$ cat src/sv/kde_element_search_core_assert.svh
// Assertion helpers for the key-data element search core.
`ifndef KDE_ELEMENT_SEARCH_CORE_ASSERT_SVH
`define KDE_ELEMENT_SEARCH_CORE_ASSERT_SVH

// Same-cycle implication, disabled while in reset.
`define KDES_ASSERT_NOW(lbl, clk, rstn, ante, cons) \
  lbl: assert property (@(posedge clk) disable iff (!(rstn)) (ante) |-> (cons)) \
    else $error("kdes assertion failed");

// Next-cycle implication, disabled while in reset.
`define KDES_ASSERT_NEXT(lbl, clk, rstn, ante, cons) \
  lbl: assert property (@(posedge clk) disable iff (!(rstn)) (ante) |=> (cons)) \
    else $error("kdes assertion failed");

`endif

$ cat src/sv/kdes_pkg.sv
`timescale 1ns / 1ps
`default_nettype none

package kdes_pkg;

  localparam int unsigned OUI_W     = 24;
  localparam int unsigned TYPE_W    = 8;
  localparam int unsigned LEN_W     = 9;
  localparam int unsigned FLEN_W    = 16;
  localparam int unsigned CFG_IDX_W = 2;

  localparam logic [CFG_IDX_W-1:0] CFG_IDX_OUI       = 2'd0;
  localparam logic [CFG_IDX_W-1:0] CFG_IDX_DATA_TYPE = 2'd1;
  localparam logic [CFG_IDX_W-1:0] CFG_IDX_MIN_LEN   = 2'd2;

  localparam logic [OUI_W-1:0]  OUI_RESET       = 24'h000FAC;
  localparam logic [TYPE_W-1:0] DATA_TYPE_RESET = 8'd1;
  localparam logic [LEN_W-1:0]  MIN_LEN_RESET   = 9'd6;

  // Element header: type, length, three OUI bytes, data type.
  localparam logic [LEN_W-1:0]  HDR_LEN  = 9'd6;
  localparam logic [TYPE_W-1:0] KDE_MARK = 8'hDD;

  typedef enum logic [3:0] {
    PH_IDLE   = 4'b0001,
    PH_WALK   = 4'b0010,
    PH_STREAM = 4'b0100,
    PH_DONE   = 4'b1000
  } phase_e;

  typedef struct packed {
    logic [OUI_W-1:0]  match_oui;
    logic [TYPE_W-1:0] match_data_type;
    logic [LEN_W-1:0]  min_len;
  } cfg_t;

  typedef struct packed {
    logic       payload_valid;
    logic [7:0] payload_byte;
    logic [7:0] payload_offset;
    logic       payload_last;
    logic       outcome_valid;
    logic       found;
  } result_t;

endpackage

`default_nettype wire

$ cat src/sv/kdes_cfg_regs.sv
`timescale 1ns / 1ps
`default_nettype none

module kdes_cfg_regs
  import kdes_pkg::*;
(
  input  wire logic                 clk_i,
  input  wire logic                 rst_ni,
  input  wire logic                 we_i,
  input  wire logic [CFG_IDX_W-1:0] idx_i,
  input  wire logic [OUI_W-1:0]     wdata_i,
  output cfg_t                      cfg_o
);

  cfg_t cfg_q, cfg_d;

  always_comb begin
    cfg_d = cfg_q;
    if (we_i) begin
      unique case (idx_i)
        CFG_IDX_OUI:       cfg_d.match_oui       = wdata_i;
        CFG_IDX_DATA_TYPE: cfg_d.match_data_type = wdata_i[TYPE_W-1:0];
        CFG_IDX_MIN_LEN:   cfg_d.min_len         = wdata_i[LEN_W-1:0];
        default:           cfg_d = cfg_q;  // no register at this index
      endcase
    end
  end

  always_ff @(posedge clk_i or negedge rst_ni) begin
    if (!rst_ni) begin
      cfg_q.match_oui       <= OUI_RESET;
      cfg_q.match_data_type <= DATA_TYPE_RESET;
      cfg_q.min_len         <= MIN_LEN_RESET;
    end else begin
      cfg_q <= cfg_d;
    end
  end

  assign cfg_o = cfg_q;

endmodule

`default_nettype wire

$ cat src/sv/kdes_walker.sv
`timescale 1ns / 1ps
`default_nettype none

module kdes_walker
  import kdes_pkg::*;
(
  input  wire logic              clk_i,
  input  wire logic              rst_ni,
  input  wire logic              step_i,
  input  wire logic [7:0]        byte_i,
  input  wire logic [FLEN_W-1:0] flen_i,
  input  wire logic              first_i,
  input  wire cfg_t              cfg_i,
  output result_t                res_o
);

  logic [FLEN_W-1:0] br_q, br_d;
  logic [LEN_W-1:0]  el_q, el_d;
  logic [LEN_W-1:0]  off_q, off_d;
  logic [TYPE_W-1:0] typ_q, typ_d;
  logic              hm_q, hm_d;
  phase_e            ph_q, ph_d;

  always_comb begin
    logic [FLEN_W-1:0] br_e;
    logic [LEN_W-1:0]  el_e, off_e, el_cur, eff_min, str_off;
    logic [TYPE_W-1:0] typ_e;
    logic              hm_e, hm_new, halt;
    logic [FLEN_W-1:0] rest;
    logic [LEN_W:0]    off_inc;
    logic [7:0]        want;

    // A first byte restarts from a clean element state.
    br_e  = first_i ? flen_i : br_q;
    el_e  = first_i ? '0 : el_q;
    off_e = first_i ? '0 : off_q;
    typ_e = first_i ? '0 : typ_q;
    hm_e  = first_i ? 1'b0 : hm_q;

    br_d  = br_e;
    el_d  = el_e;
    off_d = off_e;
    typ_d = typ_e;
    hm_d  = hm_e;
    ph_d  = ph_q;
    res_o = '0;

    eff_min = (cfg_i.min_len < HDR_LEN) ? HDR_LEN : cfg_i.min_len;
    el_cur  = (off_e == 9'd1) ? ({1'b0, byte_i} + 9'd2) : el_e;
    rest    = br_e - {{(FLEN_W-LEN_W){1'b0}}, el_cur};
    off_inc = {1'b0, off_e} + 10'd1;
    hm_new  = hm_e;
    halt    = 1'b0;
    str_off = off_q - HDR_LEN;

    unique case (off_e[1:0])
      2'd2:    want = cfg_i.match_oui[23:16];
      2'd3:    want = cfg_i.match_oui[15:8];
      default: want = cfg_i.match_oui[7:0];
    endcase

    if (first_i && (flen_i < {{(FLEN_W-LEN_W){1'b0}}, HDR_LEN})) begin
      res_o.outcome_valid = 1'b1;
      ph_d = PH_DONE;
    end else if (first_i || (ph_q == PH_WALK)) begin
      ph_d = PH_WALK;
      case (off_e) inside
        9'd0: begin
          typ_d = byte_i;
          hm_d  = 1'b1;
        end
        9'd1: begin
          el_d = el_cur;
          if (((typ_e == KDE_MARK) && (el_cur < HDR_LEN)) ||
              ({{(FLEN_W-LEN_W){1'b0}}, el_cur} > br_e)) begin
            halt = 1'b1;
          end else if ((el_cur < eff_min) &&
                       (rest < {{(FLEN_W-LEN_W){1'b0}}, HDR_LEN})) begin
            halt = 1'b1;
          end
          if (halt) begin
            res_o.outcome_valid = 1'b1;
            ph_d = PH_DONE;
          end
        end
        9'd2, 9'd3, 9'd4: begin
          if (byte_i != want) hm_d = 1'b0;
        end
        9'd5: begin
          hm_new = hm_e & (byte_i == cfg_i.match_data_type);
          hm_d   = hm_new;
          if (el_e >= eff_min) begin
            if (hm_new) begin
              halt = 1'b1;
              res_o.outcome_valid = 1'b1;
              res_o.found = 1'b1;
              ph_d = PH_DONE;
              // Stream the data bytes when the element carries any.
              if (el_e > HDR_LEN) begin
                ph_d  = PH_STREAM;
                off_d = HDR_LEN;
              end
            end else if (rest < {{(FLEN_W-LEN_W){1'b0}}, HDR_LEN}) begin
              halt = 1'b1;
              res_o.outcome_valid = 1'b1;
              ph_d = PH_DONE;
            end
          end
        end
        default: ;
      endcase
      if (!halt) begin
        // Advance to the next element at its last byte.
        if ((off_e != '0) && (off_inc >= {1'b0, el_cur})) begin
          br_d  = rest;
          off_d = '0;
        end else begin
          off_d = off_inc[LEN_W-1:0];
        end
      end
    end else if (ph_q == PH_STREAM) begin
      res_o.payload_valid  = 1'b1;
      res_o.payload_byte   = byte_i;
      res_o.payload_offset = str_off[7:0];
      if (off_inc >= {1'b0, el_q}) begin
        res_o.payload_last = 1'b1;
        ph_d = PH_DONE;
      end else begin
        off_d = off_inc[LEN_W-1:0];
      end
    end
  end

  always_ff @(posedge clk_i or negedge rst_ni) begin
    if (!rst_ni) begin
      br_q  <= '0;
      el_q  <= '0;
      off_q <= '0;
      typ_q <= '0;
      hm_q  <= 1'b0;
      ph_q  <= PH_IDLE;
    end else if (step_i) begin
      br_q  <= br_d;
      el_q  <= el_d;
      off_q <= off_d;
      typ_q <= typ_d;
      hm_q  <= hm_d;
      ph_q  <= ph_d;
    end
  end

endmodule

`default_nettype wire

$ cat src/sv/kde_element_search_core.sv
`timescale 1ns / 1ps
`default_nettype none
// Path: input register, then result register, which loads when the input stage advances.
// Throughput: one byte per cycle unless stalled; the element walker updates its state per step.
// Each accepted byte yields exactly one result transfer; input stalls only on output backpressure.
// Reset (rst_ni low, asynchronous): both stages empty, search idle until a first byte,
// configuration registers back to their reset values.

`include "kde_element_search_core_assert.svh"

module kde_element_search_core
  import kdes_pkg::*;
(
  input  wire logic                 clk_i,
  input  wire logic                 rst_ni,
  input  wire logic                 s_axis_tvalid,
  output logic                      s_axis_tready,
  input  wire logic [23:0]          s_axis_tdata,  // data_byte[7:0], frame_length[23:8]
  input  wire logic                 s_axis_tuser,  // first_byte
  output logic                      m_axis_tvalid,
  input  wire logic                 m_axis_tready,
  output logic [15:0]               m_axis_tdata,  // payload_byte[7:0], payload_offset[15:8]
  output logic                      m_axis_tlast,  // payload_last
  output logic [2:0]                m_axis_tuser,  // payload_valid, outcome_valid, found
  input  wire logic                 cfg_we_i,
  input  wire logic [CFG_IDX_W-1:0] cfg_idx_i,
  input  wire logic [OUI_W-1:0]     cfg_wdata_i
);

  cfg_t    cfg;
  result_t res;

  logic        in_valid_q, in_valid_d;
  logic [23:0] in_data_q;
  logic        in_first_q;
  logic        out_valid_q, out_valid_d;
  result_t     out_res_q;
  logic        in_xfer, advance;

  assign advance       = in_valid_q && (!out_valid_q || m_axis_tready);
  assign s_axis_tready = !in_valid_q || advance;
  assign in_xfer       = s_axis_tvalid && s_axis_tready;

  kdes_cfg_regs u_cfg (
    .clk_i   (clk_i),
    .rst_ni  (rst_ni),
    .we_i    (cfg_we_i),
    .idx_i   (cfg_idx_i),
    .wdata_i (cfg_wdata_i),
    .cfg_o   (cfg)
  );

  kdes_walker u_walker (
    .clk_i   (clk_i),
    .rst_ni  (rst_ni),
    .step_i  (advance),
    .byte_i  (in_data_q[7:0]),
    .flen_i  (in_data_q[23:8]),
    .first_i (in_first_q),
    .cfg_i   (cfg),
    .res_o   (res)
  );

  always_comb begin
    in_valid_d = in_valid_q;
    if (in_xfer) in_valid_d = 1'b1;
    else if (advance) in_valid_d = 1'b0;
    out_valid_d = out_valid_q;
    if (advance) out_valid_d = 1'b1;
    else if (m_axis_tready) out_valid_d = 1'b0;
  end

  always_ff @(posedge clk_i or negedge rst_ni) begin
    if (!rst_ni) begin
      in_valid_q  <= 1'b0;
      out_valid_q <= 1'b0;
    end else begin
      in_valid_q  <= in_valid_d;
      out_valid_q <= out_valid_d;
    end
  end

  // Payload stages: hold unless a transfer moves them.
  always_ff @(posedge clk_i) begin
    if (in_xfer) begin
      in_data_q  <= s_axis_tdata;
      in_first_q <= s_axis_tuser;
    end
    if (advance) out_res_q <= res;
  end

  assign m_axis_tvalid = out_valid_q;
  assign m_axis_tdata  = {out_res_q.payload_offset, out_res_q.payload_byte};
  assign m_axis_tlast  = out_res_q.payload_last;
  assign m_axis_tuser  = {out_res_q.found, out_res_q.outcome_valid, out_res_q.payload_valid};

  `KDES_ASSERT_NOW(a_found_needs_outcome, clk_i, rst_ni, out_valid_q && out_res_q.found, out_res_q.outcome_valid)
  `KDES_ASSERT_NOW(a_last_needs_payload, clk_i, rst_ni, out_valid_q && out_res_q.payload_last, out_res_q.payload_valid)
  `KDES_ASSERT_NOW(a_payload_or_outcome, clk_i, rst_ni, out_valid_q, !(out_res_q.payload_valid && out_res_q.outcome_valid))
  `KDES_ASSERT_NEXT(a_step_fills_output, clk_i, rst_ni, advance, out_valid_q)

endmodule

`default_nettype wire

$ cat config.mk
export PLATFORM = sky130hd
export DESIGN_NAME = kde_element_search_core
export DESIGN_NICKNAME = d
export VERILOG_FILES = /design/src/sv/kdes_pkg.sv /design/src/sv/kdes_cfg_regs.sv /design/src/sv/kdes_walker.sv /design/src/sv/kde_element_search_core.sv
export VERILOG_INCLUDE_DIRS = /design/src /design/src/sv
export SDC_FILE = /design/constraint.sdc
export NUM_CORES = 1
export LEC_CHECK = 0
export BUFFER_PORTS_ARGS = -buffer_cell sky130_fd_sc_hd__buf_2
export CORE_MARGIN = 2
export CORE_UTILIZATION = 61
export DETAILED_ROUTE_END_ITERATION = 7
export GPL_ROUTABILITY_DRIVEN = 0
export PLACE_DENSITY = 0.81
export RECOVER_POWER = 25
export SYNTH_ARGS = -nofsm -noshare
export SYNTH_HDL_FRONTEND = slang
export SYNTH_SLANG_ARGS = --single-unit
$ cat constraint.sdc
create_clock -name clk_i -period 7.7 [get_ports clk_i]
set_clock_uncertainty 0.15 [all_clocks]
set_input_delay 0.77 -clock clk_i [delete_from_list [all_inputs] [get_ports clk_i]]
set_output_delay 0.77 -clock clk_i [all_outputs]
set_load 0.05 [all_outputs]
==> qor.yml <==
detailed_routing:
  dr_total_vias: 7139
  drt-pass1-iter-count: 5
  routed_wl_microns: 22300
  drc: 0
  wire_per_inst_microns: 20.1
  drt_iter0_drc: 850
  ant_nets: 0
  viasPerCell: 6.41
logic_synthesis:
  ys_top_cells_by_area: "dfrtp_1, edfxtp_1, ha_1, mux2_2, dfstp_2"
  ys_seq_area_share_pct: 41.6
  synthDistinctLibCells: 92
  synth_top_family_by_area: "simple AND/OR/NAND/NOR gates"
  avgSynthCellArea_sq_um: 10.2
  synth_top_area_share_pct: 22.5
  synthArstFlopShare_pct: 66.7
  synth_xor_area_share_pct: 4.94
  netlist_area_sq_um: 8690
  synth_top_cell_by_area: "dfrtp_1"
  synth-simple-area-share_pct: 17.2
  syn_inst: 855
  synth_ff_type: "dfrtp_1"
  syn_nets: 957
  synth_compound_area_share_pct: 16.8
  synth_fa_ha_area_share_pct: 6.83
  synth_mux_area_share_pct: 8.40
  yosys_warnings: 0
  synth-edff-count: 45
  ys_seq_elements: 135
sta:
  max_freq_mhz: 170
  slew_headroom_pct: -2.58
  tightestPinTransition_ns: 1.54
  tns_ns: 0
  slew_violations: 53
  fin_crit_ns: 5.89
  finalSetupViolations: 0
  hold_violations: 0
  fin_crit_sh_pct: 76.5
  grt_setup_unrepaired: "no"
worst_setup_path:
  slowest_delay_ns: 0.67
  crit_path_max_fanout: 15
  r2r_end: "u_walker.br_q[0]$_DFFE_PN0P_"
  endpoint_kind: "flip-flop"
  timing.rr.start: "u_walker.off_q[0]$_DFFE_PN0P_"
  cp_cell_sequence: "nor2b_1 > ha_1 > nor4b_4 > a21oi_2 > mux2i_1 > inv_1 > ha_1 > inv_1 > fa_1 > inv_1 > maj3_1 > o31ai_4 > nand3_1 > o21a_1 > xnor2_1 > nor4_4 > a31oi_1 > buf_4 > nand2_1 > o311ai_0"
  cp.arrival_ns: 6.05
  cp_common_cell: "inv_1"
  critPathRequiredTime_ns: 7.86
  worst_setup_path_start_kind: "flip-flop"
  crit_family: "compound AO/OA/AOI/OAI gates"
  reg2regPathDepth: 20
  rrSetupSlack_ns: 1.81
  critPathBufInv: 4
  path_class: "reg -> reg"
  cp_slowest_cell: "nor2b_1"
clock_tree:
  cts-root-buf: "clkbuf_16"
  clock_path_buffers: 2
  hold_buffers: 0
  numCtsBuffers: 17
  cts_setup_buffers: 0
  cts_resized: 0
  h-tree-depth: 4
  clk_pin_slew_ns: 0.06
  clock_latency_ns: 0.43
  cts_tree: "built"
  clkSinkCount: 135
floorplanning:
  design.die.area_sq_um: 15200
  io_pins: 78
  rows: 43
  initial_utilization_pct: 62.6
  chipWidth_microns: 123
  core_area_sq_um: 13900
  die_y_microns: 123
global_routing:
  antenna_found_initial: 0
  grt_max_degree: 66
  grt_use_total_pct: 30.7
  met1_usage_pct: 43.0
  first_global_vias: 6704
  grt_overflow: 0
  grt_first_pass_wirelength_microns: 35400
  grt.busiest_layer: "met2"
  grt_util_met2_pct: 45.6
  use_met3_pct: 8.72
flow_run:
  max_cap_violations: 2
power_and_ir_drop:
  swShare_pct: 39.1
  ir_worst_vdd_mv: 0.189
  power.share.combinational_pct: 40.3
  p_clk_share_pct: 26.7
  leakagePower_uw: 0.00409
  power.internal_uw: 1840
  power.density_nw_per_um2: 311
  power.switching_uw: 1180
  p_seq_share_pct: 32.9
outcome:
  violations: "max-capacitance violations, max-slew violations"
  status: "complete, but fails checks"
cells_and_area:
  utilization_pct: 70.1
  final_layout_size_suffix_gt1_share_pct: 22.5
  syn2layout_area_growth_pct: 11.9
  final_common_cell: "dfrtp_1"
  layout.nets: 1022
  final_cell_mix: "dfrtp_1, buf_2, nor2_1"
  fin_area_sq_um: 9720
  num_antenna_cells: 0
  fillers: 1018
hold_path:
  worstHoldStart: "u_walker.el_q[7]$_DFFE_PN0P_"
  hold_class: "reg -> reg"
  min_to: "u_walker.el_q[7]$_DFFE_PN0P_"
  holdPathStages: 2
placement:
  port_buffers: 77
  placed_cell_area_sq_um: 9150
  dp_hpwl_microns: 15900
[per-stage QoR]
step	cells	setup WS (ns)	hold slack (ns)	power (uW)
finish	1113	1.81	0.339	3020
floorplan	855	2.15	0.300	1900
CTS	1113	1.95	0.109	3000
global placement	1081	2.03	0.312	2150
detailed placement	1081	1.95	0.321	2180
global route	1113	1.51	0.351	3190
[area by class of cell]
type	count	area, sq um	share of cell area [%]
Multi-Input combinational cell	642	4710	48.5
Sequential cell	135	3620	37.2
Clock buffer	18	450	4.63
Timing Repair Buffer	85	437	4.49
Tap cell	180	225	2.32
Inverter	39	146	1.51
Clock inverter	14	134	1.38
[cell usage after synthesis, drive strengths merged, types with 5 or more instances]
| cell type | n |
|---|---|
| nand3 | 30 |
| xnor2 | 35 |
| nor4 | 17 |
| a21o | 9 |
| xor2 | 11 |
| mux2i | 15 |
| nand2b | 12 |
| a211oi | 5 |
| ha | 45 |
| nor3 | 12 |
| o21ai | 44 |
| nor2 | 73 |
| buf | 17 |
| clkbuf | 22 |
| a31oi | 10 |
| edfxtp | 45 |
| nor2b | 15 |
| nand3b | 7 |
| o31ai | 9 |
| nand2 | 68 |
| mux2 | 50 |
| dfrtp | 78 |
| nand4 | 9 |
| inv | 38 |
| a22o | 12 |
| and2 | 17 |
| a221o | 5 |
| a22oi | 11 |
| and3 | 7 |
| dfstp | 12 |
| a21oi | 40 |
[worst register-to-register path: stages, from the launching register on]
cell and delay, ns:
dfrtp_1 0.51, nor2b_1 0.67, ha_1 0.32, nor4b_4 0.33, a21oi_2 0.28, mux2i_1 0.31, inv_1 0.10, ha_1 0.18
inv_1 0.09, fa_1 0.21, inv_1 0.07, maj3_1 0.38, o31ai_4 0.31, nand3_1 0.15, o21a_1 0.27, xnor2_1 0.27
nor4_4 0.09, a31oi_1 0.44, buf_4 0.26, nand2_1 0.06, o311ai_0 0.33
[metal layers]
metal  up-vias  wire [microns]
met5         -               0
met4         0             612
met3        64            2240
met2       376           10200
met1      3432            9290
li1       3267               -
[state kept, by name, indices dropped and copies added (netlist names)]
name,cells
m_axis_tuser,3
u_walker.hm_q,1
in_valid_q,1
u_walker.br_q,16
m_axis_tlast,1
m_axis_tdata,16
m_axis_tvalid,1
u_walker.el_q,9
in_first_q,1
u_walker.off_q,9
u_walker.ph_q,4
u_cfg.cfg_o,41
u_walker.typ_q,8
in_data_q,24
[how the worst max path moves through the flow]
stage,startpoint,endpoint,slack (ns),cells past startpoint
final,u_walker.off_q[0]$_DFFE_PN0P_,u_walker.br_q[0]$_DFFE_PN0P_,1.81,20
after global routing,u_walker.off_q[0]$_DFFE_PN0P_,u_walker.br_q[4]$_DFFE_PN0P_,1.51,18
after CTS,u_walker.off_q[0]$_DFFE_PN0P_,u_walker.br_q[0]$_DFFE_PN0P_,1.95,20
after detailed placement,u_walker.off_q[0]$_DFFE_PN0P_,u_walker.br_q[7]$_DFFE_PN0P_,1.95,20
after global placement,u_walker.off_q[0]$_DFFE_PN0P_,u_walker.br_q[4]$_DFFE_PN0P_,2.03,18
after floorplan,in_first_q$_DFFE_PP_,u_walker.br_q[13]$_DFFE_PN0P_,2.15,25
[power groups by stage]
| stage | Combinational (uW) | Clock (uW) | Sequential [uW] |
|---|---|---|---|
| 2_1_floorplan | 917 | 0 | 987 |
| 3_3_place_gp | 1160 | 0 | 998 |
| 3_5_place_dp | 1180 | 0 | 999 |
| 4_1_cts | 1200 | 814 | 990 |
| 5_1_grt | 1320 | 854 | 1010 |
| 6_report | 1220 | 808 | 995 |
[cell families after synthesis]
| logic type | Yosys count |
|---|---|
| compound gates | 196 |
| xor+xnor | 46 |
| fa+ha+maj | 47 |
| buf+inv | 78 |
| flops | 135 |
| mux | 65 |
| simple gates | 288 |
Power figures use the tool's default switching activity.
